`src/hdl/fragment_gap_tracker_macros.svh`:
```
// assertion macros for the fragment gap tracker
// used by fragment_gap_tracker.sv, no other dependencies
`ifndef FRAGMENT_GAP_TRACKER_MACROS_SVH
`define FRAGMENT_GAP_TRACKER_MACROS_SVH

// condition implies expectation in the same cycle
`define FGT_ASSERT_NOW(name, cond, implied, msg) \
   name: assert property (@(posedge clock) disable iff (reset) (cond) |-> (implied)) \
      else $error(msg);

// condition implies expectation in the following cycle
`define FGT_ASSERT_NEXT(name, cond, implied, msg) \
   name: assert property (@(posedge clock) disable iff (reset) (cond) |=> (implied)) \
      else $error(msg);

`endif

```
`src/hdl/fgt_pkg.sv`:
```
// shared types, constants and helpers of the fragment gap tracker
// no dependencies
`default_nettype none

package fgt_pkg;

   localparam int OffsetBits = 32;
   localparam int EndBits    = OffsetBits + 1;
   localparam int CountBits  = 5;

   typedef enum logic [1:0] {
      OP_INSERT   = 2'd0,
      OP_COMPLETE = 2'd1,
      OP_REQUIRES = 2'd2,
      OP_CLEAR    = 2'd3
   } op_type;

   typedef struct packed {
      op_type                  opcode;
      logic [OffsetBits-1:0]   frag_offset;
      logic [OffsetBits-1:0]   frag_length;
      logic [OffsetBits-1:0]   total_length;
      logic [OffsetBits-1:0]   query_start;
      logic [OffsetBits-1:0]   query_end;
   } req_item_type;

   typedef struct packed {
      logic                    answer;
      logic                    status;
      logic [CountBits-1:0]    entry_count;
   } rsp_item_type;

   // broadcast from the controller to every cell
   typedef struct packed {
      logic                    insert;
      logic [OffsetBits-1:0]   offset;
      logic [EndBits-1:0]      end_pos;
      logic [EndBits-1:0]      total;
      logic [EndBits-1:0]      query_start;
      logic [EndBits-1:0]      query_end;
   } cmd_type;

   // handed from one cell to the next
   typedef struct packed {
      logic                    gt;
      logic [OffsetBits-1:0]   offset;
      logic [EndBits-1:0]      end_pos;
   } link_type;

   typedef struct packed {
      logic                    gap_hit;
      logic                    tile_bad;
   } flag_type;

   function automatic logic strictly_between(input logic [EndBits-1:0] lo,
                                             input logic [EndBits-1:0] x,
                                             input logic [EndBits-1:0] hi);
      strictly_between = (lo < x) && (x < hi);
   endfunction

endpackage

`default_nettype wire

```
`src/hdl/fgt_cell.sv`:
```
// one slot of the sorted fragment row: holds offset and end of one fragment
// depends on fgt_pkg
`default_nettype none

module fgt_cell #(
   parameter int Index     = 0,
   parameter int CountBits = 5
) (
   input  wire logic                   clock,
   input  wire fgt_pkg::cmd_type       cmd,
   input  wire logic [CountBits-1:0]   count,
   input  wire fgt_pkg::link_type      link_in,
   output fgt_pkg::link_type           link_out,
   output fgt_pkg::flag_type           flag
);

   logic [fgt_pkg::OffsetBits-1:0] offset_ff;
   logic [fgt_pkg::OffsetBits-1:0] offset_in;
   logic [fgt_pkg::EndBits-1:0]    end_ff;
   logic [fgt_pkg::EndBits-1:0]    end_in;
   logic                           occupied;
   logic                           at_fill;
   logic                           last;
   logic                           gt;
   logic [fgt_pkg::EndBits-1:0]    offset_wide;
   logic [fgt_pkg::EndBits-1:0]    prev_end;

   assign occupied    = CountBits'(Index) < count;
   assign at_fill     = CountBits'(Index) == count;
   assign last        = CountBits'(Index + 1) == count;
   assign gt          = occupied && (offset_ff > cmd.offset);
   assign offset_wide = {1'b0, offset_ff};
   assign prev_end    = link_in.end_pos;

   always_comb begin
      offset_in = offset_ff;
      end_in    = end_ff;
      priority if (cmd.insert && link_in.gt) begin
         offset_in = link_in.offset;
         end_in    = link_in.end_pos;
      end else if (cmd.insert && (gt || at_fill)) begin
         offset_in = cmd.offset;
         end_in    = cmd.end_pos;
      end else begin
         offset_in = offset_ff;
         end_in    = end_ff;
      end
   end

   always_ff @(posedge clock) begin
      offset_ff <= offset_in;
      end_ff    <= end_in;
   end

   assign link_out.gt      = gt;
   assign link_out.offset  = offset_ff;
   assign link_out.end_pos = end_ff;

   // gap before this fragment, and the tail gap up to total when last
   assign flag.gap_hit =
      (occupied &&
       (fgt_pkg::strictly_between(prev_end, cmd.query_start, offset_wide) ||
        fgt_pkg::strictly_between(prev_end, cmd.query_end, offset_wide))) ||
      (last &&
       (fgt_pkg::strictly_between(end_ff, cmd.query_start, cmd.total) ||
        fgt_pkg::strictly_between(end_ff, cmd.query_end, cmd.total)));

   assign flag.tile_bad = (occupied && (offset_wide != prev_end)) ||
                          (last && (end_ff != cmd.total));

endmodule

`default_nettype wire
```
`config.mk`:
```
export PLATFORM = sky130hd
export DESIGN_NAME = fgt_cell
export DESIGN_NICKNAME = d
export VERILOG_FILES = /design/src/hdl/fragment_gap_tracker_macros.svh /design/src/hdl/fgt_pkg.sv /design/src/hdl/fgt_cell.sv
export SDC_FILE = /design/constraint.sdc
export NUM_CORES = 1
export LEC_CHECK = 0
export BUFFER_PORTS_ARGS = -buffer_cell sky130_fd_sc_hd__buf_2
export CELL_PAD_IN_SITES_DETAIL_PLACEMENT = 1
export CELL_PAD_IN_SITES_GLOBAL_PLACEMENT = 1
export CORE_MARGIN = 5
export CORE_UTILIZATION = 40
export DETAILED_ROUTE_END_ITERATION = 8
export PLACE_DENSITY = 0.86
export SETUP_SLACK_MARGIN = 0.1
export SLEW_MARGIN = 20
export SYNTH_ARGS = -nofsm -noshare
export SYNTH_HDL_FRONTEND = slang
export SYNTH_SLANG_ARGS = --single-unit
```
`constraint.sdc`:
```
create_clock -name clock -period 5.1 [get_ports clock]
set_input_delay 0.255 -clock clock [delete_from_list [all_inputs] [get_ports clock]]
set_output_delay 0.255 -clock clock [all_outputs]
set_load 0.1 [all_outputs]
```
==> results.sh, run 1 <==
export IMPL_slowest_delay_ns=0.85
export IMPL_htreeDepth=3
export IMPL_syn_nets=1646
export IMPL_rsz0062_at_grt="false"
export IMPL_clockRootBuffer="clkbuf_16"
export IMPL_timing_hold_ws_ns=0.192
export IMPL_grt_total_usage_pct=30.0
export IMPL_r2r_slack_ns=1.51
export IMPL_setup_tns_ns=0
export IMPL_grt_overflow_total=0
export IMPL_slowest_stage="o31a_2"
export IMPL_place_port_buffers=304
export IMPL_yosysWarnings=0
export IMPL_finalWirelength_microns=44500
export IMPL_status="finished, final reports clean"
export IMPL_antenna_found_initial=4
export IMPL_die_area_sq_um=28800
export IMPL_worst_path_stages=8
export IMPL_crit_family="compound AO/OA/AOI/OAI gates"
export IMPL_viasPerCell=5.91
export IMPL_required_ns=5.14
export IMPL_r2r_end="end_ff[14]"
export IMPL_ant_nets=0
export IMPL_grt_pass1_vias=11400
export IMPL_final_common_cell="buf_2"
export IMPL_period_needed_ns=3.59
export IMPL_io_pins=305
export IMPL_die_y_microns=170
export IMPL_first_iter_violations=764
export IMPL_cts_tree="done"
export IMPL_gp_congestion=0.948
export IMPL_hold_viol=0
export IMPL_layout_nets=1954
export IMPL_drv_cap=0
export IMPL_synth_cell_type_count=51
export IMPL_ir_drop_v=0.000130
export IMPL_die_w_microns=170
export IMPL_cp_arrival_ns=3.63
export IMPL_postCtsSetupRepairBufs=0
export IMPL_ys_ff_latch=65
export IMPL_synth_edf_count=65
export IMPL_grt_max_degree=67
export IMPL_fp_row_count=58
export IMPL_layout_common_cells="304 x buf_2, 286 x ha_1, 168 x inv_1"
export IMPL_cts_made_buffers=9
export IMPL_clk_latency_ns=0.36
export IMPL_wl_per_cell_microns=25.2
export IMPL_worstSetupEndpoint="end_ff[14]"
export IMPL_finalClockSkew_ns=0.0110
export IMPL_reg2reg_depth=8
export IMPL_register_area_sq_um=1950
export IMPL_final_util_pct=49.6
export IMPL_synthCells=1123
export IMPL_fmax_ghz=0.279
export IMPL_endpoint_kind="flip-flop"
export IMPL_start_util_pct=40.5
export IMPL_path_class="reg -> reg"
export IMPL_core_area_sq_um=25200
export IMPL_hp_class="in -> reg"
export IMPL_tightest_slew_ns=1.04
export IMPL_fin_crit_sh_pct=70.3
export IMPL_clockBufferDepth=2
export IMPL_path_buf_inv=1
export IMPL_synth_area_sq_um=10200
export IMPL_first_pass_iters=5
export IMPL_slew_violations=0
export IMPL_cts_hold_buf=0
export IMPL_postPlaceCellArea_sq_um=12100
export IMPL_drc=0
export IMPL_worstReg2RegStart="offset_ff[29]"
export IMPL_setup_violations=0
export IMPL_dp_cells=1750
export IMPL_n_fill_cell=3025
export IMPL_area_growth_pct=22.5
export IMPL_drive_above_1_share_pct=27.4
export IMPL_syn_avg_cell_area_sq_um=9.08
export IMPL_fin_cells=1769
export IMPL_synth_ff_type="edfxtp_1"
export IMPL_power_leakage_nw=6.47
export IMPL_crit_start="offset_ff[29]"
export IMPL_cp_start_kind="flip-flop"
export IMPL_num_vias=10500
export IMPL_p_per_area_nw_per_um2=226
export IMPL_cts_resized=0
export IMPL_grt_pass1_wl_microns=66500
export IMPL_crit_fanout=36
export IMPL_multi_input_area_sq_um=7590
export IMPL_max_slew_margin_pct=30.6
export IMPL_async_flop_share_pct=0
export IMPL_ys_seq_area_share_pct=19.1
export IMPL_final_area_sq_um=12500
export IMPL_cts_sink_count=65
export IMPL_crit_path_cell_trace="ha_1 -> nand4_1 -> or2_1 -> nor3_1 -> o31ai_1 -> a21oi_1 -> o31a_2 -> buf_12"
export IMPL_clk_pin_slew_worst_paths_ns=0.07
export IMPL_dpl_hpwl_microns=38100
-- flip-flops by register name, indices dropped and copies added, names as in the netlist --
register   cells
end_ff        33
offset_ff     32
-- cell families (layout without fill, tap and decap cells) --
family,Yosys count,after routing,synth area share (%)
adder cells (fa/ha/maj),286,286,35.1
AND/OR/NAND/NOR,253,253,13.8
AO/OA/AOI/OAI,214,214,12.8
buffers and inverters,176,489,6.55
XOR/XNOR,65,65,5.58
flip-flops,65,65,19.1
multiplexers,64,64,7.07
other,0,3,0
-- worst reg2reg max path, delay by kind of cell (launching register included) --
kind	cells	cell delay, ns
DFF	1	0.48
adders and majority gates	1	0.35
AOI/OAI and AO/OA	3	1.24
and+or+nand+nor	3	0.83
buffers and inverters	1	0.35
-- worst min-delay path by stage --
stage	endpoint	slack, ns	from	cells past startpoint
final	end_ff[21]	0.19	cmd[120]	2
after global placement	end_ff[21]	0.56	cmd[120]	2
after detailed placement	end_ff[32]	0.56	cmd[131]	2
after floorplan	end_ff[0]	0.44	cmd[99]	2
after global routing	end_ff[7]	0.19	cmd[106]	2
after CTS	offset_ff[9]	0.19	link_in[42]	2
-- layer usage --
layer / routed length (microns) / vias up / GRT usage (%) / part of all wire (%)
met5: 7 / - / 0 / 0.016
met4: 1930 / 2 / 12.0 / 4.3
met3: 3040 / 109 / 5.66 / 6.8
met2: 20900 / 467 / 51.0 / 47
met1: 18600 / 5066 / 37.5 / 42
li1: - / 4807 / - / -
-- cell usage after synthesis (all sizes together), types with 3 or more instances --
| library cell | n | share of area, % |
|---|---|---|
| nor4 | 19 | 1.4 |
| and4 | 15 | 1.3 |
| o211ai | 6 | 0.44 |
| a2111oi | 3 | 0.26 |
| or3 | 3 | 0.23 |
| inv | 168 | 6.2 |
| a31oi | 3 | 0.18 |
| o31ai | 3 | 0.22 |
| xor2 | 30 | 2.6 |
| buf | 4 | 0.22 |
| a221oi | 12 | 1.0 |
| nor2 | 16 | 0.59 |
| nor3 | 17 | 0.83 |
| nor2b | 6 | 0.37 |
| mux2 | 64 | 7.1 |
| a21o | 29 | 2.1 |
| nand2 | 69 | 2.6 |
| ha | 286 | 35 |
| nand4 | 62 | 3.9 |
| xnor2 | 35 | 3.0 |
| a211oi | 11 | 0.81 |
| clkbuf | 4 | 0.15 |
| nor4bb | 3 | 0.29 |
| edfxtp | 65 | 19 |
| o41ai | 3 | 0.26 |
| o21ai | 30 | 1.5 |
| a21oi | 100 | 4.9 |
| nand3 | 34 | 1.7 |
-- metrics by stage --
stage          worst slack, ns  total power [mW]
5_1_grt                   1.40              2.95
6_report                  1.51              2.83
4_1_cts                   1.59              2.82
2_1_floorplan            0.854              1.53
3_5_place_dp              1.56              1.99
3_3_place_gp              1.80              1.94
-- where the power goes --
group          total (mW)  internal (mW)  switching (mW)
clock               0.819          0.529           0.290
sequential          0.713          0.646          0.0670
combinational        1.30          0.414           0.885
-- cell type report --
type / instances / share of cell area [%]
multi-input cells: 882 / 60.7
flip-flops and latches: 65 / 15.6
diodes: 3 / 0.0601
repair buffers: 305 / 12.3
inverters: 168 / 5.05
clock buffers: 9 / 1.80
well taps: 330 / 3.30
clock inverters: 7 / 1.13
Power figures use the tool's default switching activity.
==> inputs of run 2 (changes only) <==
- clock period: 5.1 -> 3.7 ns (I/O delays scaled with it)
==> run 2 against run 1 <==
- combinational power is 36% higher
- utilization decreased by 0.41 points
- via count decreased by 1.2%
- non-clock buffer count rose by 2
- sequential cell count unchanged
- global-route usage fell by 0.67 points
- worst setup slack got worse by 1.2 ns
- die area did not move
- worst hold slack got worse by 0.064 ns
- final cell count is essentially flat
- register-to-register slack lost 0.93 ns
- critical path type is now reg -> out
==> results.sh, run 2 (synthesis gave the netlist of run 1 again) <==
export IMPL_layout_common_cells="304 x buf_2, 286 x ha_1, 168 x inv_1"
export IMPL_htreeDepth=3
export IMPL_setup_violations=0
export IMPL_clockRootBuffer="clkbuf_16"
export IMPL_postCtsSetupRepairBufs=0
export IMPL_required_ns=3.51
export IMPL_slowest_stage="edfxtp_1"
export IMPL_finalClockSkew_ns=0.0156
export IMPL_cp_start_kind="flip-flop"
export IMPL_n_fill_cell=3066
export IMPL_whs_path_depth=2
export IMPL_cts_tree="done"
export IMPL_grt_overflow_total=0
export IMPL_die_w_microns=170
export IMPL_swShare_pct=46.7
export IMPL_path_buf_inv=2
export IMPL_drc=0
export IMPL_final_common_cell="buf_2"
export IMPL_fin_crit_sh_pct=90.7
export IMPL_reg_top3="end_ff: 33 flops, offset_ff: 32 flops"
export IMPL_endpoint_kind="primary output"
export IMPL_die_y_microns=170
export IMPL_gp_congestion=0.951
export IMPL_num_vias=10300
export IMPL_rsz0062_at_grt="false"
export IMPL_dpl_hpwl_microns=37800
export IMPL_cts_resized=0
export IMPL_cts_sink_count=65
export IMPL_largest_register_ffs=33
export IMPL_crit_path_cell_trace="inv_1 -> ha_1 -> a211o_1 -> a2111oi_0 -> o211ai_1 -> nor4_1 -> nand3_1 -> nand4_1 -> buf_2"
export IMPL_clk_pin_slew_worst_paths_ns=0.06
export IMPL_clockBufferDepth=2
export IMPL_hold_viol=0
export IMPL_internal_power_mw=1.91
export IMPL_slowest_delay_ns=0.48
export IMPL_tightest_slew_ns=0.994
export IMPL_fin_cells=1770
export IMPL_die_area_sq_um=28800
export IMPL_status="finished, final reports clean"
export IMPL_grt_total_usage_pct=29.3
export IMPL_antenna_found_initial=2
export IMPL_start_util_pct=40.5
export IMPL_p_clk_share_pct=23.0
export IMPL_ir_drop_v=0.000233
export IMPL_grt_max_degree=67
export IMPL_regMostFlops="end_ff"
export IMPL_io_pins=305
export IMPL_crit_family="compound AO/OA/AOI/OAI gates"
export IMPL_first_iter_violations=803
export IMPL_layout_nets=1956
export IMPL_grt_pass1_wl_microns=64400
export IMPL_fmax_ghz=0.298
export IMPL_cts_made_buffers=9
export IMPL_cp_arrival_ns=3.17
export IMPL_cts_hold_buf=0
export IMPL_crit_fanout=4
export IMPL_timing_hold_ws_ns=0.128
export IMPL_core_area_sq_um=25200
export IMPL_grt_pass1_vias=11200
export IMPL_comb_power_share_pct=49.5
export IMPL_hp_class="in -> reg"
export IMPL_period_needed_ns=3.36
export IMPL_ant_nets=0
export IMPL_seq_power_share_pct=27.5
export IMPL_wl_per_cell_microns=24.6
export IMPL_viasPerCell=5.83
export IMPL_worst_path_stages=9
export IMPL_drive_above_1_share_pct=27.3
export IMPL_reg2reg_depth=8
export IMPL_max_slew_margin_pct=33.7
export IMPL_finalWirelength_microns=43500
export IMPL_area_growth_pct=21.5
export IMPL_clk_latency_ns=0.35
export IMPL_dp_cells=1752
export IMPL_place_port_buffers=304
export IMPL_path_class="reg -> out"
export IMPL_p_per_area_nw_per_um2=289
export IMPL_p_sw_mw=1.67
export IMPL_power_leakage_nw=6.43
export IMPL_first_pass_iters=5
export IMPL_fp_row_count=58
export IMPL_slew_violations=0
export IMPL_setup_tns_ns=0
export IMPL_drv_cap=0
[run 2: power groups by stage]
stage	Clock (mW)	Combinational, mW	Sequential [mW]
6_report	0.824	1.77	0.983
3_5_place_dp	0	1.74	0.995
5_1_grt	0.853	1.91	0.988
2_1_floorplan	0	0.757	1.35
4_1_cts	0.831	1.76	0.980
3_3_place_gp	0	1.68	0.990
[run 2: path summary, 6_finish.rpt]
check	from	endpoint	slack (ns)
hold reg to reg	offset_ff[23]	offset_ff[5]	1.83
setup reg to reg	offset_ff[14]	end_ff[15]	0.58
setup / recovery	offset_ff[31]	flag[1]	0.34
hold / removal	cmd[104]	end_ff[5]	0.13
[run 2: through the flow]
step           total power, mW  util [%]  cell area, sq um  worst slack (ns)
6_report                  3.58      49.2             12400             0.343
5_1_grt                   3.75      49.2             12400             0.148
4_1_cts                   3.57      49.2             12400             0.429
3_5_place_dp              2.73      48.2             12100             0.673
3_3_place_gp              2.67      48.2             12100             0.775
2_1_floorplan             2.11         -             10200             0.223
[run 2: layout make-up]
type                            count  area [sq um]  share of cell area [%]
Tap cell                          330           413                    3.33
Multi-Input combinational cell    882          7590                    61.2
Timing Repair Buffer              307          1540                    12.5
Sequential cell                    65          1950                    15.7
Clock inverter                      6          35.0                   0.283
Antenna cell                        2          5.00                  0.0404
Clock buffer                       10           229                    1.85
Inverter                          168           631                    5.09
[run 2: worst reg2reg max path, delay by kind of cell (launching register included)]
kind / cells / cell delay (ns)
flip-flops: 1 / 0.48
AND/OR/NAND/NOR: 2 / 0.73
adder cells (fa/ha/maj): 1 / 0.34
AO/OA/AOI/OAI: 4 / 0.67
buffers and inverters: 1 / 0.50
[run 2: metal layers]
metal  GRT usage [%]  vias to the layer above  wire [microns]
li1                -                     4810               -
met1            36.6                     4956           17600
met2            49.2                      440           20400
met3            5.57                      116            3350
met4            13.2                        2            2150
met5               0                        -              13
